--- config.mk ---
export PLATFORM = sky130hd
export DESIGN_NAME = route_time_window_evaluator_top
export DESIGN_NICKNAME = d
export VERILOG_FILES = /design/src/design/rtwe_pkg.sv /design/src/design/rtwe_eval.sv /design/src/design/rtwe_cost.sv /design/src/design/route_time_window_evaluator_top.sv
export SDC_FILE = /design/constraint.sdc
export NUM_CORES = 2
export LEC_CHECK = 0
export ABC_AREA = 1
export BUFFER_PORTS_ARGS = -buffer_cell sky130_fd_sc_hd__clkbuf_2
export CORE_MARGIN = 2
export CORE_UTILIZATION = 35
export CTS_CLUSTER_SIZE = 8
export DETAILED_ROUTE_END_ITERATION = 6
export SLEW_MARGIN = 40
export SYNTH_ARGS = -nofsm -noshare
export SYNTH_HDL_FRONTEND = slang
export SYNTH_SLANG_ARGS = --single-unit
--- constraint.sdc ---
create_clock -name clk -period 13.3 [get_ports clk]
set_input_delay 1.995 -clock clk [delete_from_list [all_inputs] [get_ports clk]]
set_output_delay 1.995 -clock clk [all_outputs]
set_load 0.02 [all_outputs]
--- src/design/rtwe_pkg.sv ---
// ----------------------------------------------------------------------------
// Route time-window evaluator package
// Shared widths, request and register codes, and the structs that pass
// configuration and route reports between the evaluator stages.
// ----------------------------------------------------------------------------
package rtwe_pkg;

	localparam int COUNT_WIDTH = 16;
	localparam int TIME_W      = 32;
	localparam int LOAD_W      = 24;
	localparam int CAP_W       = 15;
	localparam int WINDOW_W    = 24;
	localparam int WEIGHT_W    = 16;
	localparam int STEP_W      = 16;
	localparam int DELTA_W     = 16;
	localparam int OUT_COUNT_W = 16;
	localparam int COST_W      = 52;
	localparam int CFG_IDX_W   = 3;
	localparam int CFG_DATA_W  = 24;

	// request kinds
	localparam logic REQ_STOP  = 1'b0;
	localparam logic REQ_CLOSE = 1'b1;

	// configuration register indexes
	localparam logic [CFG_IDX_W-1:0] CFG_CAPACITY    = 3'd0;
	localparam logic [CFG_IDX_W-1:0] CFG_DEPOT_CLOSE = 3'd1;
	localparam logic [CFG_IDX_W-1:0] CFG_W_DURATION  = 3'd2;
	localparam logic [CFG_IDX_W-1:0] CFG_W_WINDOW    = 3'd3;
	localparam logic [CFG_IDX_W-1:0] CFG_W_CAPACITY  = 3'd4;

	typedef struct packed {
		logic [CAP_W-1:0]    capacity;
		logic [WINDOW_W-1:0] depot_close;
		logic [WEIGHT_W-1:0] w_duration;
		logic [WEIGHT_W-1:0] w_window;
		logic [WEIGHT_W-1:0] w_capacity;
	} cfg_t;

	typedef struct packed {
		logic [TIME_W-1:0]      duration;
		logic [COUNT_WIDTH-1:0] late;
		logic [COUNT_WIDTH-1:0] over;
	} report_t;

	// Saturating time add
	function automatic logic [TIME_W-1:0] add_time(input logic [TIME_W-1:0] a,
		input logic [TIME_W-1:0] b);
		logic [TIME_W:0] s;
		s = {1'b0, a} + {1'b0, b};
		return s[TIME_W] ? {TIME_W{1'b1}} : s[TIME_W-1:0];
	endfunction

	// Saturating count increment
	function automatic logic [COUNT_WIDTH-1:0] bump(input logic [COUNT_WIDTH-1:0] c);
		return (c == {COUNT_WIDTH{1'b1}}) ? c : c + COUNT_WIDTH'(1);
	endfunction

endpackage

--- src/design/rtwe_eval.sv ---
// ----------------------------------------------------------------------------
// Route stop evaluator
// Registers each incoming transaction, walks the route state one stop per
// cycle and hands a report to the cost stage when a route is closed.
// ----------------------------------------------------------------------------
module rtwe_eval (
	input  logic                               clk,
	input  logic                               arst_n,
	input  logic                               in_valid,
	output logic                               in_ready,
	input  logic                               req_type,
	input  logic [rtwe_pkg::STEP_W-1:0]        travel_time,
	input  logic [rtwe_pkg::WINDOW_W-1:0]      open_time,
	input  logic [rtwe_pkg::WINDOW_W-1:0]      close_time,
	input  logic signed [rtwe_pkg::DELTA_W-1:0] load_change,
	input  logic [rtwe_pkg::STEP_W-1:0]        service_time,
	input  rtwe_pkg::cfg_t                     cfg,
	output logic                               rpt_valid,
	input  logic                               rpt_ready,
	output rtwe_pkg::report_t                  rpt
);

	localparam int TW = rtwe_pkg::TIME_W;
	localparam int LW = rtwe_pkg::LOAD_W;
	localparam int CW = rtwe_pkg::COUNT_WIDTH;
	localparam int DW = rtwe_pkg::DELTA_W;

	logic                            valid_s1;
	logic                            type_s1;
	logic [rtwe_pkg::STEP_W-1:0]     travel_s1;
	logic [rtwe_pkg::WINDOW_W-1:0]   open_s1;
	logic [rtwe_pkg::WINDOW_W-1:0]   close_s1;
	logic [DW-1:0]                   delta_s1;
	logic [rtwe_pkg::STEP_W-1:0]     service_s1;

	logic [TW-1:0] elapsed_q;
	logic [LW-1:0] load_q;
	logic [CW-1:0] late_q;
	logic [CW-1:0] over_q;

	logic              rpt_valid_q;
	rtwe_pkg::report_t rpt_q;

	logic          is_close;
	logic          s1_fire;
	logic [TW-1:0] t_arrive;
	logic [TW-1:0] t_start;
	logic [TW-1:0] t_leave;
	logic          late_hit;
	logic [CW-1:0] late_next;
	logic [LW:0]   load_sum;
	logic [LW-1:0] load_next;
	logic          over_hit;

	assign is_close = (type_s1 == rtwe_pkg::REQ_CLOSE);
	// a close transaction needs room in the report register
	assign s1_fire  = valid_s1 && (!is_close || !rpt_valid_q || rpt_ready);
	assign in_ready = !valid_s1 || s1_fire;

	// time walk: arrive, check window, wait for open, serve
	always_comb begin
		t_arrive = rtwe_pkg::add_time(elapsed_q, TW'(travel_s1));
		if (is_close) begin
			late_hit = t_arrive > TW'(cfg.depot_close);
		end else begin
			late_hit = t_arrive > TW'(close_s1);
		end
		t_start   = (t_arrive < TW'(open_s1)) ? TW'(open_s1) : t_arrive;
		t_leave   = rtwe_pkg::add_time(t_start, TW'(service_s1));
		late_next = late_hit ? rtwe_pkg::bump(late_q) : late_q;
	end

	// load walk with saturation to the signed load range
	always_comb begin
		load_sum = {load_q[LW-1], load_q} + {{(LW+1-DW){delta_s1[DW-1]}}, delta_s1};
		if (load_sum[LW] != load_sum[LW-1]) begin
			load_next = load_sum[LW] ? {1'b1, {(LW-1){1'b0}}} : {1'b0, {(LW-1){1'b1}}};
		end else begin
			load_next = load_sum[LW-1:0];
		end
		over_hit = load_next[LW-1] || (load_next > LW'(cfg.capacity));
	end

	// hold the accepted transaction
	always_ff @(posedge clk or negedge arst_n) begin
		if (!arst_n) begin
			valid_s1 <= 1'b0;
		end else if (in_ready) begin
			valid_s1 <= in_valid;
		end
	end

	always_ff @(posedge clk) begin
		if (in_ready && in_valid) begin
			type_s1    <= req_type;
			travel_s1  <= travel_time;
			open_s1    <= open_time;
			close_s1   <= close_time;
			delta_s1   <= load_change;
			service_s1 <= service_time;
		end
	end

	// advance the route state; clear it on close
	always_ff @(posedge clk or negedge arst_n) begin
		if (!arst_n) begin
			elapsed_q <= '0;
			load_q    <= '0;
			late_q    <= '0;
			over_q    <= '0;
		end else if (s1_fire) begin
			if (is_close) begin
				elapsed_q <= '0;
				load_q    <= '0;
				late_q    <= '0;
				over_q    <= '0;
			end else begin
				elapsed_q <= t_leave;
				load_q    <= load_next;
				late_q    <= late_next;
				over_q    <= over_hit ? rtwe_pkg::bump(over_q) : over_q;
			end
		end
	end

	// report register toward the cost stage
	always_ff @(posedge clk or negedge arst_n) begin
		if (!arst_n) begin
			rpt_valid_q <= 1'b0;
		end else if (s1_fire && is_close) begin
			rpt_valid_q <= 1'b1;
		end else if (rpt_ready) begin
			rpt_valid_q <= 1'b0;
		end
	end

	always_ff @(posedge clk) begin
		if (s1_fire && is_close) begin
			rpt_q.duration <= t_arrive;
			rpt_q.late     <= late_next;
			rpt_q.over     <= over_q;
		end
	end

	assign rpt_valid = rpt_valid_q;
	assign rpt       = rpt_q;

endmodule

--- src/design/rtwe_cost.sv ---
// ----------------------------------------------------------------------------
// Route cost stage
// Multiplies the route report by the cost weights, sums the products and
// holds the finished result until the consumer takes it.
// ----------------------------------------------------------------------------
module rtwe_cost (
	input  logic                                  clk,
	input  logic                                  arst_n,
	input  rtwe_pkg::cfg_t                        cfg,
	input  logic                                  rpt_valid,
	output logic                                  rpt_ready,
	input  rtwe_pkg::report_t                     rpt,
	output logic                                  out_valid,
	input  logic                                  out_ready,
	output logic [rtwe_pkg::TIME_W-1:0]           duration,
	output logic [rtwe_pkg::OUT_COUNT_W-1:0]      window_violations,
	output logic [rtwe_pkg::OUT_COUNT_W-1:0]      capacity_violations,
	output logic [rtwe_pkg::COST_W-1:0]           route_cost
);

	localparam int TW  = rtwe_pkg::TIME_W;
	localparam int CW  = rtwe_pkg::COUNT_WIDTH;
	localparam int WW  = rtwe_pkg::WEIGHT_W;
	localparam int OCW = rtwe_pkg::OUT_COUNT_W;
	localparam int KW  = rtwe_pkg::COST_W;
	localparam int XW  = CW + OCW;

	logic              valid_s3;
	logic [TW+WW-1:0]  p_dur_s3;
	logic [CW+WW-1:0]  p_win_s3;
	logic [CW+WW-1:0]  p_cap_s3;
	logic [TW-1:0]     dur_s3;
	logic [OCW-1:0]    win_s3;
	logic [OCW-1:0]    cap_s3;

	logic              out_valid_q;
	logic [TW-1:0]     dur_q;
	logic [OCW-1:0]    win_q;
	logic [OCW-1:0]    cap_q;
	logic [KW-1:0]     cost_q;

	logic s3_adv;

	// Clip a route count to the report field width
	function automatic logic [OCW-1:0] clip_count(input logic [CW-1:0] c);
		logic [XW-1:0] wide;
		logic [XW-1:0] limit;
		wide  = XW'(c);
		limit = XW'({OCW{1'b1}});
		return (wide > limit) ? {OCW{1'b1}} : wide[OCW-1:0];
	endfunction

	assign s3_adv    = valid_s3 && (!out_valid_q || out_ready);
	assign rpt_ready = !valid_s3 || s3_adv;

	// product stage
	always_ff @(posedge clk or negedge arst_n) begin
		if (!arst_n) begin
			valid_s3 <= 1'b0;
		end else if (rpt_ready) begin
			valid_s3 <= rpt_valid;
		end
	end

	always_ff @(posedge clk) begin
		if (rpt_ready && rpt_valid) begin
			p_dur_s3 <= (TW+WW)'(rpt.duration) * (TW+WW)'(cfg.w_duration);
			p_win_s3 <= (CW+WW)'(rpt.late) * (CW+WW)'(cfg.w_window);
			p_cap_s3 <= (CW+WW)'(rpt.over) * (CW+WW)'(cfg.w_capacity);
			dur_s3   <= rpt.duration;
			win_s3   <= clip_count(rpt.late);
			cap_s3   <= clip_count(rpt.over);
		end
	end

	// output register: sum the weighted terms
	always_ff @(posedge clk or negedge arst_n) begin
		if (!arst_n) begin
			out_valid_q <= 1'b0;
		end else if (s3_adv) begin
			out_valid_q <= 1'b1;
		end else if (out_ready) begin
			out_valid_q <= 1'b0;
		end
	end

	always_ff @(posedge clk) begin
		if (s3_adv) begin
			dur_q  <= dur_s3;
			win_q  <= win_s3;
			cap_q  <= cap_s3;
			cost_q <= KW'(p_dur_s3) + KW'(p_win_s3) + KW'(p_cap_s3);
		end
	end

	assign out_valid           = out_valid_q;
	assign duration            = dur_q;
	assign window_violations   = win_q;
	assign capacity_violations = cap_q;
	assign route_cost          = cost_q;

endmodule

--- src/design/route_time_window_evaluator_top.sv ---
// ----------------------------------------------------------------------------
// Route time-window evaluator
// Walks a vehicle route stop by stop and reports duration, window and
// capacity violation counts and a weighted cost on each close transaction.
// ----------------------------------------------------------------------------
// Path: a close transaction is held in the input register from acceptance,
//   then moves through the report, product and output registers.
// Throughput: one transaction per cycle unless out_ready back-pressure stalls
//   it; the route state update in the input-register stage sets this rate.
// Reset: arst_n clears the route state and pipeline valids and loads the
//   configuration registers with their defaults; no clearing pass.
module route_time_window_evaluator_top (
	input  logic                                   clk,
	input  logic                                   arst_n,
	input  logic                                   in_valid,
	output logic                                   in_ready,
	input  logic                                   req_type,
	input  logic [rtwe_pkg::STEP_W-1:0]            travel_time,
	input  logic [rtwe_pkg::WINDOW_W-1:0]          open_time,
	input  logic [rtwe_pkg::WINDOW_W-1:0]          close_time,
	input  logic signed [rtwe_pkg::DELTA_W-1:0]    load_change,
	input  logic [rtwe_pkg::STEP_W-1:0]            service_time,
	input  logic                                   cfg_valid,
	output logic                                   cfg_ready,
	input  logic [rtwe_pkg::CFG_IDX_W-1:0]         cfg_index,
	input  logic [rtwe_pkg::CFG_DATA_W-1:0]        cfg_data,
	output logic                                   out_valid,
	input  logic                                   out_ready,
	output logic [rtwe_pkg::TIME_W-1:0]            duration,
	output logic [rtwe_pkg::OUT_COUNT_W-1:0]       window_violations,
	output logic [rtwe_pkg::OUT_COUNT_W-1:0]       capacity_violations,
	output logic [rtwe_pkg::COST_W-1:0]            route_cost
);

	rtwe_pkg::cfg_t    cfg_q;
	logic              rpt_valid;
	logic              rpt_ready;
	rtwe_pkg::report_t rpt;

	assign cfg_ready = 1'b1;

	// configuration registers; unknown indexes are dropped
	always_ff @(posedge clk or negedge arst_n) begin
		if (!arst_n) begin
			cfg_q.capacity    <= '0;
			cfg_q.depot_close <= {rtwe_pkg::WINDOW_W{1'b1}};
			cfg_q.w_duration  <= rtwe_pkg::WEIGHT_W'(1);
			cfg_q.w_window    <= '0;
			cfg_q.w_capacity  <= '0;
		end else if (cfg_valid) begin
			unique case (cfg_index)
				rtwe_pkg::CFG_CAPACITY: begin
					cfg_q.capacity <= cfg_data[rtwe_pkg::CAP_W-1:0];
				end
				rtwe_pkg::CFG_DEPOT_CLOSE: begin
					cfg_q.depot_close <= cfg_data[rtwe_pkg::WINDOW_W-1:0];
				end
				rtwe_pkg::CFG_W_DURATION: begin
					cfg_q.w_duration <= cfg_data[rtwe_pkg::WEIGHT_W-1:0];
				end
				rtwe_pkg::CFG_W_WINDOW: begin
					cfg_q.w_window <= cfg_data[rtwe_pkg::WEIGHT_W-1:0];
				end
				rtwe_pkg::CFG_W_CAPACITY: begin
					cfg_q.w_capacity <= cfg_data[rtwe_pkg::WEIGHT_W-1:0];
				end
				default: begin
				end
			endcase
		end
	end

	rtwe_eval u_eval (
		.clk          (clk),
		.arst_n       (arst_n),
		.in_valid     (in_valid),
		.in_ready     (in_ready),
		.req_type     (req_type),
		.travel_time  (travel_time),
		.open_time    (open_time),
		.close_time   (close_time),
		.load_change  (load_change),
		.service_time (service_time),
		.cfg          (cfg_q),
		.rpt_valid    (rpt_valid),
		.rpt_ready    (rpt_ready),
		.rpt          (rpt)
	);

	rtwe_cost u_cost (
		.clk                 (clk),
		.arst_n              (arst_n),
		.cfg                 (cfg_q),
		.rpt_valid           (rpt_valid),
		.rpt_ready           (rpt_ready),
		.rpt                 (rpt),
		.out_valid           (out_valid),
		.out_ready           (out_ready),
		.duration            (duration),
		.window_violations   (window_violations),
		.capacity_violations (capacity_violations),
		.route_cost          (route_cost)
	);

endmodule
Word level (Yosys, flattened, before mapping)
Cells that the tools add are included.
{"block": "classes", "addsub": 7, "multipliers": 3, "order_cmp": 4, "n_eq_ne": 8, "mux": 18, "reduce_logical": 26}
{"op": "$mux 32", "n": 4}
{"op": "$mux 16", "n": 6}
{"op": "$mux 24", "n": 3}
{"op": "$add 32x16->33", "n": 2}
{"op": "$gt 32x24->1", "n": 2}
{"op": "$mul 16x16->32", "n": 2}
{"op": "$add 52x32->52", "n": 1}
{"op": "$add 48x32->49", "n": 1}
{"op": "$mul 32x16->48", "n": 1}
{"op": "$add 16x1->16 const B", "n": 2}
{"op": "$eq 16x16->1 const B", "n": 2}
{"op": "$lt 32x24->1", "n": 1}
{"op": "$add 24x16->25", "n": 1}
{"op": "$gt 24x15->1", "n": 1}
{"op": "$reduce_and 2->1", "n": 5}
{"op": "$eq 3x2->1 const B", "n": 2}
{"op": "$logic_or 1x1->1", "n": 6}
{"op": "$reduce_bool 2->1", "n": 3}
{"op": "$logic_and 1x1->1", "n": 5}
{"op": "$logic_not 1->1", "n": 5}
{"op": "$mux 1", "n": 5}
{"op": "$eq 3x1->1 const B", "n": 1}
{"op": "$eq 3x3->1 const B", "n": 1}
{"op": "$logic_not 3->1", "n": 1}
{"op": "3 further kinds", "n": 3}
{"block": "word_totals", "ff_bits": 632, "inputBits": 129, "output_inout_bits": 119, "word_cells": 98}

Depth between registers and ports, before layout
{"block": "depth", "depth_word": 8, "depth_mapped": 46}

Modules after synthesis
From an unflattened synthesis, not the netlist that was laid out.
{"block": "unflattened", "cells_unflattened": 8092, "hier_area_um2": 67751.2}
{"mod": "rtwe_cost", "instances": 1, "cells_each": 5876, "area_per_inst_um2": 48368.9, "seq_area_each_um2": 8758.4}
{"mod": "rtwe_eval", "instances": 1, "cells_each": 1827, "area_per_inst_um2": 15876.5, "seq_area_each_um2": 7086.8}
{"mod": "route_time_window_evaluator_top", "instances": 1, "cells_each": 389, "area_per_inst_um2": 3505.9, "seq_area_each_um2": 2208.4}

Worst setup path after synthesis
OpenSTA, ideal clock, no wires.
{"block": "synth_timing", "path_type": "input to register", "from": "input out_ready", "to": "register u_eval.close_s1[0] in the netlist's numbering (enable)", "arrival_time_ns": 6.949, "required_ns": 12.716, "path_slack_ns": 5.767, "stages": 6, "path_buffers": 0, "path_cell_list": "nor2_1 > inv_1 > nor2_1 > nand2_1 > nor2_1 > a21oi_1"}
{"block": "synth_via", "elab_chain_cells": 7}
{"item": "start, declared", "line": "route_time_window_evaluator_top.sv:28", "rtl": "input logic out_ready,"}
{"item": "$logic_or 1x1->1", "line": "rtwe_cost.sv:53", "rtl": "assign s3_adv = valid_s3 && (!out_valid_q || out_ready);"}
{"item": "$logic_and 1x1->1", "line": "rtwe_cost.sv:53"}
{"item": "$logic_or 1x1->1", "line": "rtwe_cost.sv:54", "rtl": "assign rpt_ready = !valid_s3 || s3_adv;"}
{"item": "$logic_or 1x1->1", "line": "rtwe_eval.sv:57", "rtl": "assign s1_fire = valid_s1 && (!is_close || !rpt_valid_q || rpt_ready);"}
{"item": "$logic_and 1x1->1", "line": "rtwe_eval.sv:57"}
{"item": "$logic_or 1x1->1", "line": "rtwe_eval.sv:58", "rtl": "assign in_ready = !valid_s1 || s1_fire;"}
{"item": "$logic_and 1x1->1", "line": "rtwe_eval.sv:94", "rtl": "if (in_ready && in_valid) begin"}
{"item": "end signal, assigned", "line": "rtwe_eval.sv:98", "rtl": "close_s1 <= close_time;"}
{"item": "end, declared", "line": "rtwe_eval.sv:32", "rtl": "logic [rtwe_pkg::WINDOW_W-1:0] close_s1;"}
No other way between the ends.
A chain may end at the register's enable or synchronous reset.

Worst setup path after layout
{"block": "layout_timing", "from": "register u_eval.elapsed_q[0]", "to": "register u_eval.elapsed_q[19]"}
{"block": "layout_via", "elab_chain_cells": 7}
{"item": "start, declared", "line": "rtwe_eval.sv:36", "rtl": "logic [TW-1:0] elapsed_q;"}
{"item": "start signal, assigned", "line": "rtwe_eval.sv:118", "rtl": "elapsed_q <= t_leave;"}
{"item": "$add 32x16->33 *", "line": "rtwe_pkg.sv:50", "rtl": "s = {1'b0, a} + {1'b0, b};"}
{"item": "$mux 32 *", "line": "rtwe_pkg.sv:51", "rtl": "return s[TIME_W] ? {TIME_W{1'b1}} : s[TIME_W-1:0];"}
{"item": "via u_eval.t_arrive[19]", "line": "rtwe_eval.sv:46", "rtl": "logic [TW-1:0] t_arrive;"}
{"item": "$lt 32x24->1", "line": "rtwe_eval.sv:68", "rtl": "t_start = (t_arrive < TW'(open_s1)) ? TW'(open_s1) : t_arrive;"}
{"item": "$mux 32 *", "line": "rtwe_eval.sv:68"}
{"item": "$add 32x16->33 *", "line": "rtwe_pkg.sv:50"}
{"item": "$mux 32 *", "line": "rtwe_pkg.sv:51"}
{"item": "$mux 32 *", "line": "rtwe_eval.sv:112", "rtl": "if (is_close) begin"}
Mark *: on every way through the listed nets, which the timed path passes. The rest lies on a longest branch.

==> flow_metrics.env <==
export IMPL_setup_violations=0
export IMPL_core_um2=183000
export IMPL_syn_area_per_cell_um2=8.78
export IMPL_fmax_ghz=0.126
export IMPL_synth_seq_area_share_pct=27.9
export IMPL_synthAdderAreaFrac_pct=35.5
export IMPL_clockBufferDepth=3
export IMPL_synth_xor_area_share_pct=3.33
export IMPL_hold_viol=0
export IMPL_ctsHoldBuffers=0
export IMPL_synth_edf_count=451
export IMPL_nets=8957
export IMPL_dieHeight_um=434
export IMPL_top_usage_layer="met2"
export IMPL_path_class="register to register"
export IMPL_cpPeakStageDelay_ps=490
export IMPL_fin_tns_setup_ps=0
export IMPL_die_area_um2=188000
export IMPL_cts_buffers=93
export IMPL_via_per_inst=4.81
export IMPL_synth_area_leader_cell="fa_1"
export IMPL_grt_max_degree=75
export IMPL_path_clk_slew_ps=60
export IMPL_synthMuxAreaShare_pct=0
export IMPL_synth_compound_area_share_pct=6.40
export IMPL_critPathArrivalTime_ps=8550
export IMPL_use_met3_pct=2.71
export IMPL_grt_first_pass_wirelength_um=283000
export IMPL_wl_per_cell_um=17.8
export IMPL_use_met1_pct=26.0
export IMPL_worst_slew_pin_slew_ps=915
export IMPL_endpoint_kind="register"
export IMPL_crit_slowest_cell="nor3_4"
export IMPL_netlist_area_leader_share_pct=25.1
export IMPL_grt_use_met2_pct=31.6
export IMPL_wl_um=178000
export IMPL_syn_area_um2=64700
export IMPL_post_route_period_util_pct=59.6
export IMPL_drt_pass1_iter_count=6
export IMPL_fillers=18331
export IMPL_synthSimpleGateAreaFrac_pct=15.5
export IMPL_synthArstFlopShare_pct=28.4
export IMPL_post_cts_resize_count=0
export IMPL_port_buffers=244
export IMPL_cts_root_buf="clkbuf_16"
export IMPL_drcViolationCount=0
export IMPL_rsz0062_at_grt="false"
export IMPL_synth_flop_cell="edfxtp_1"
export IMPL_start_util_pct=35.3
export IMPL_max_slew_margin_pct=39.0
export IMPL_worstSkewPairLatency_ps=720
export IMPL_drive_gt1_share_pct=7.28
export IMPL_place_hpwl_um=139000
export IMPL_worstPathRequired_ps=13930
export IMPL_cts_sinks=630
export IMPL_io_pin_count=248
export IMPL_drt_iter0_markers=3106
export IMPL_synthToLayoutAreaGrowth_pct=10.4
export IMPL_yosys_cell_count_top_type="nand2_1"
export IMPL_critical_path_startpoint_type="register"
export IMPL_synthDistinctLibCells=67
export IMPL_yosysWarnings=0
export IMPL_regArea_um2=18100
export IMPL_gr_total_overflow=0
export IMPL_hold_path_class="register to register"
export IMPL_crit_path_max_fanout=45
export IMPL_cts_tree="built"
export IMPL_gp_congestion=0.913
export IMPL_ys_top_cells_by_area="fa_1, edfxtp_1, nand2_1, ha_1, inv_1"
export IMPL_die_x_um=434
export IMPL_std_cell_rows=157
export IMPL_vias=48254
export IMPL_slew_viol_final=0
export IMPL_ant_nets=0
export IMPL_skew_ps=41.4
export IMPL_period_minus_slack_ps=7930
export IMPL_maxCapViolCount=0
export IMPL_synth_top_family_by_area="adder cells"
export IMPL_syn_inst=7368
export IMPL_grt_pass1_vias=51103
export IMPL_postCtsSetupRepairBufs=0
export IMPL_ys_ff_latch=630
export IMPL_grtUsageTotal_pct=19.3
export IMPL_yosys_top_cells_count="nand2_1, inv_1, fa_1, ha_1, edfxtp_1"
export IMPL_cts_max_level=3
export IMPL_status="finished, final reports clean"
export IMPL_antenna_found_initial=4
export IMPL_multi_input_area_um2=39300
[layout make-up]
class                   count  area share, %
clock buffers             155           3.68
clock inverters            14          0.182
diodes                      3         0.0105
well taps                2464           4.32
flip-flops and latches    630           25.3
multi-input cells        4789           55.0
inverters                1641           8.63
repair buffers            326           2.88
[through the flow]
| step | hold WS, ps | worst slack (ps) | instances | cell area [µm²] | utilization, % |
|---|---|---|---|---|---|
| after floorplan | 400 | 5770 | 7370 | 64700 | - |
| after global placement | 404 | 5560 | 9817 | 68200 | 37.2 |
| after detailed placement | 405 | 5410 | 9833 | 68400 | 37.3 |
| after CTS | 414 | 5370 | 10002 | 71200 | 38.8 |
| after global routing | 419 | 4570 | 10019 | 71400 | 39.0 |
| final | 413 | 5370 | 10022 | 71400 | 39.0 |
[cells in the final DEF (no fill, tap or decap), types with 25 or more instances in the layout]
cell / n
inv_1: 1634
dfstp_2: 25
fa_1: 811
buf_4: 46
nand2_1: 1833
o21ai_0: 235
clkbuf_1: 56
o21ai_1: 47
ha_1: 536
clkbuf_2: 243
a31oi_1: 34
nand3_1: 158
nor2_1: 270
edfxtp_1: 451
xnor2_1: 75
clkbuf_16: 94
a21oi_1: 294
nor3_1: 41
xor2_1: 171
dfrtp_1: 153
nand4_1: 41
[worst paths after layout]
kind                                                      start                                 endpoint  slack [ps]  cells after the start
worst min-delay path                 u_cost.cap_s3[8]$_DFFE_PP_  u_cost.capacity_violations[8]$_DFFE_PP_         410                      0
worst max-delay path            u_eval.elapsed_q[0]$_DFFE_PN0P_         u_eval.elapsed_q[19]$_DFFE_PN0P_        5370                     38
worst max register to register  u_eval.elapsed_q[0]$_DFFE_PN0P_         u_eval.elapsed_q[19]$_DFFE_PN0P_        5370                     38
max in group asynchronous                                arst_n         u_eval.elapsed_q[25]$_DFFE_PN0P_       10320                      3
worst min register to register       u_cost.cap_s3[8]$_DFFE_PP_  u_cost.capacity_violations[8]$_DFFE_PP_         410                      0
min in group asynchronous                                arst_n              u_eval.valid_s1$_DFFE_PN0N_        1260                      1
[routing by layer]
layer / vias up / part of all wire [%]
met5: - / 0.019
li1: 22809 / -
met3: 284 / 5.7
met2: 1287 / 46
met1: 23870 / 45
met4: 4 / 3.5
[critical path: cells and delay by family, from the launching register on]
| kind | cells | cell delay [ps] |
|---|---|---|
| compound gates | 9 | 1610 |
| simple gates | 20 | 3510 |
| buf+inv | 4 | 680 |
| flops | 1 | 380 |
| fa+ha+maj | 5 | 1590 |
[sequential cells by signal (all words and copies together), names as in the netlist, 24 cells and up]
name / cells
cfg_q: 87
u_eval.rpt: 64
u_cost.route_cost: 50
u_cost.p_dur_s3: 48
u_cost.dur_s3: 32
u_cost.duration: 32
u_cost.p_cap_s3: 32
u_cost.p_win_s3: 32
u_eval.elapsed_q: 32
u_eval.close_s1: 24
u_eval.load_q: 24
u_eval.open_s1: 24
[logic make-up after synthesis]
group / after synthesis
and+or+nand+nor: 2452
DFF: 630
adders and majority gates: 1347
buffers and inverters: 1951
AOI/OAI and AO/OA: 740
xor gates and xnor gates: 246
other: 2
Power is left out: the tool's default activity adds up to more than one toggle a clock period on the data nets, which glitch-free logic cannot reach.
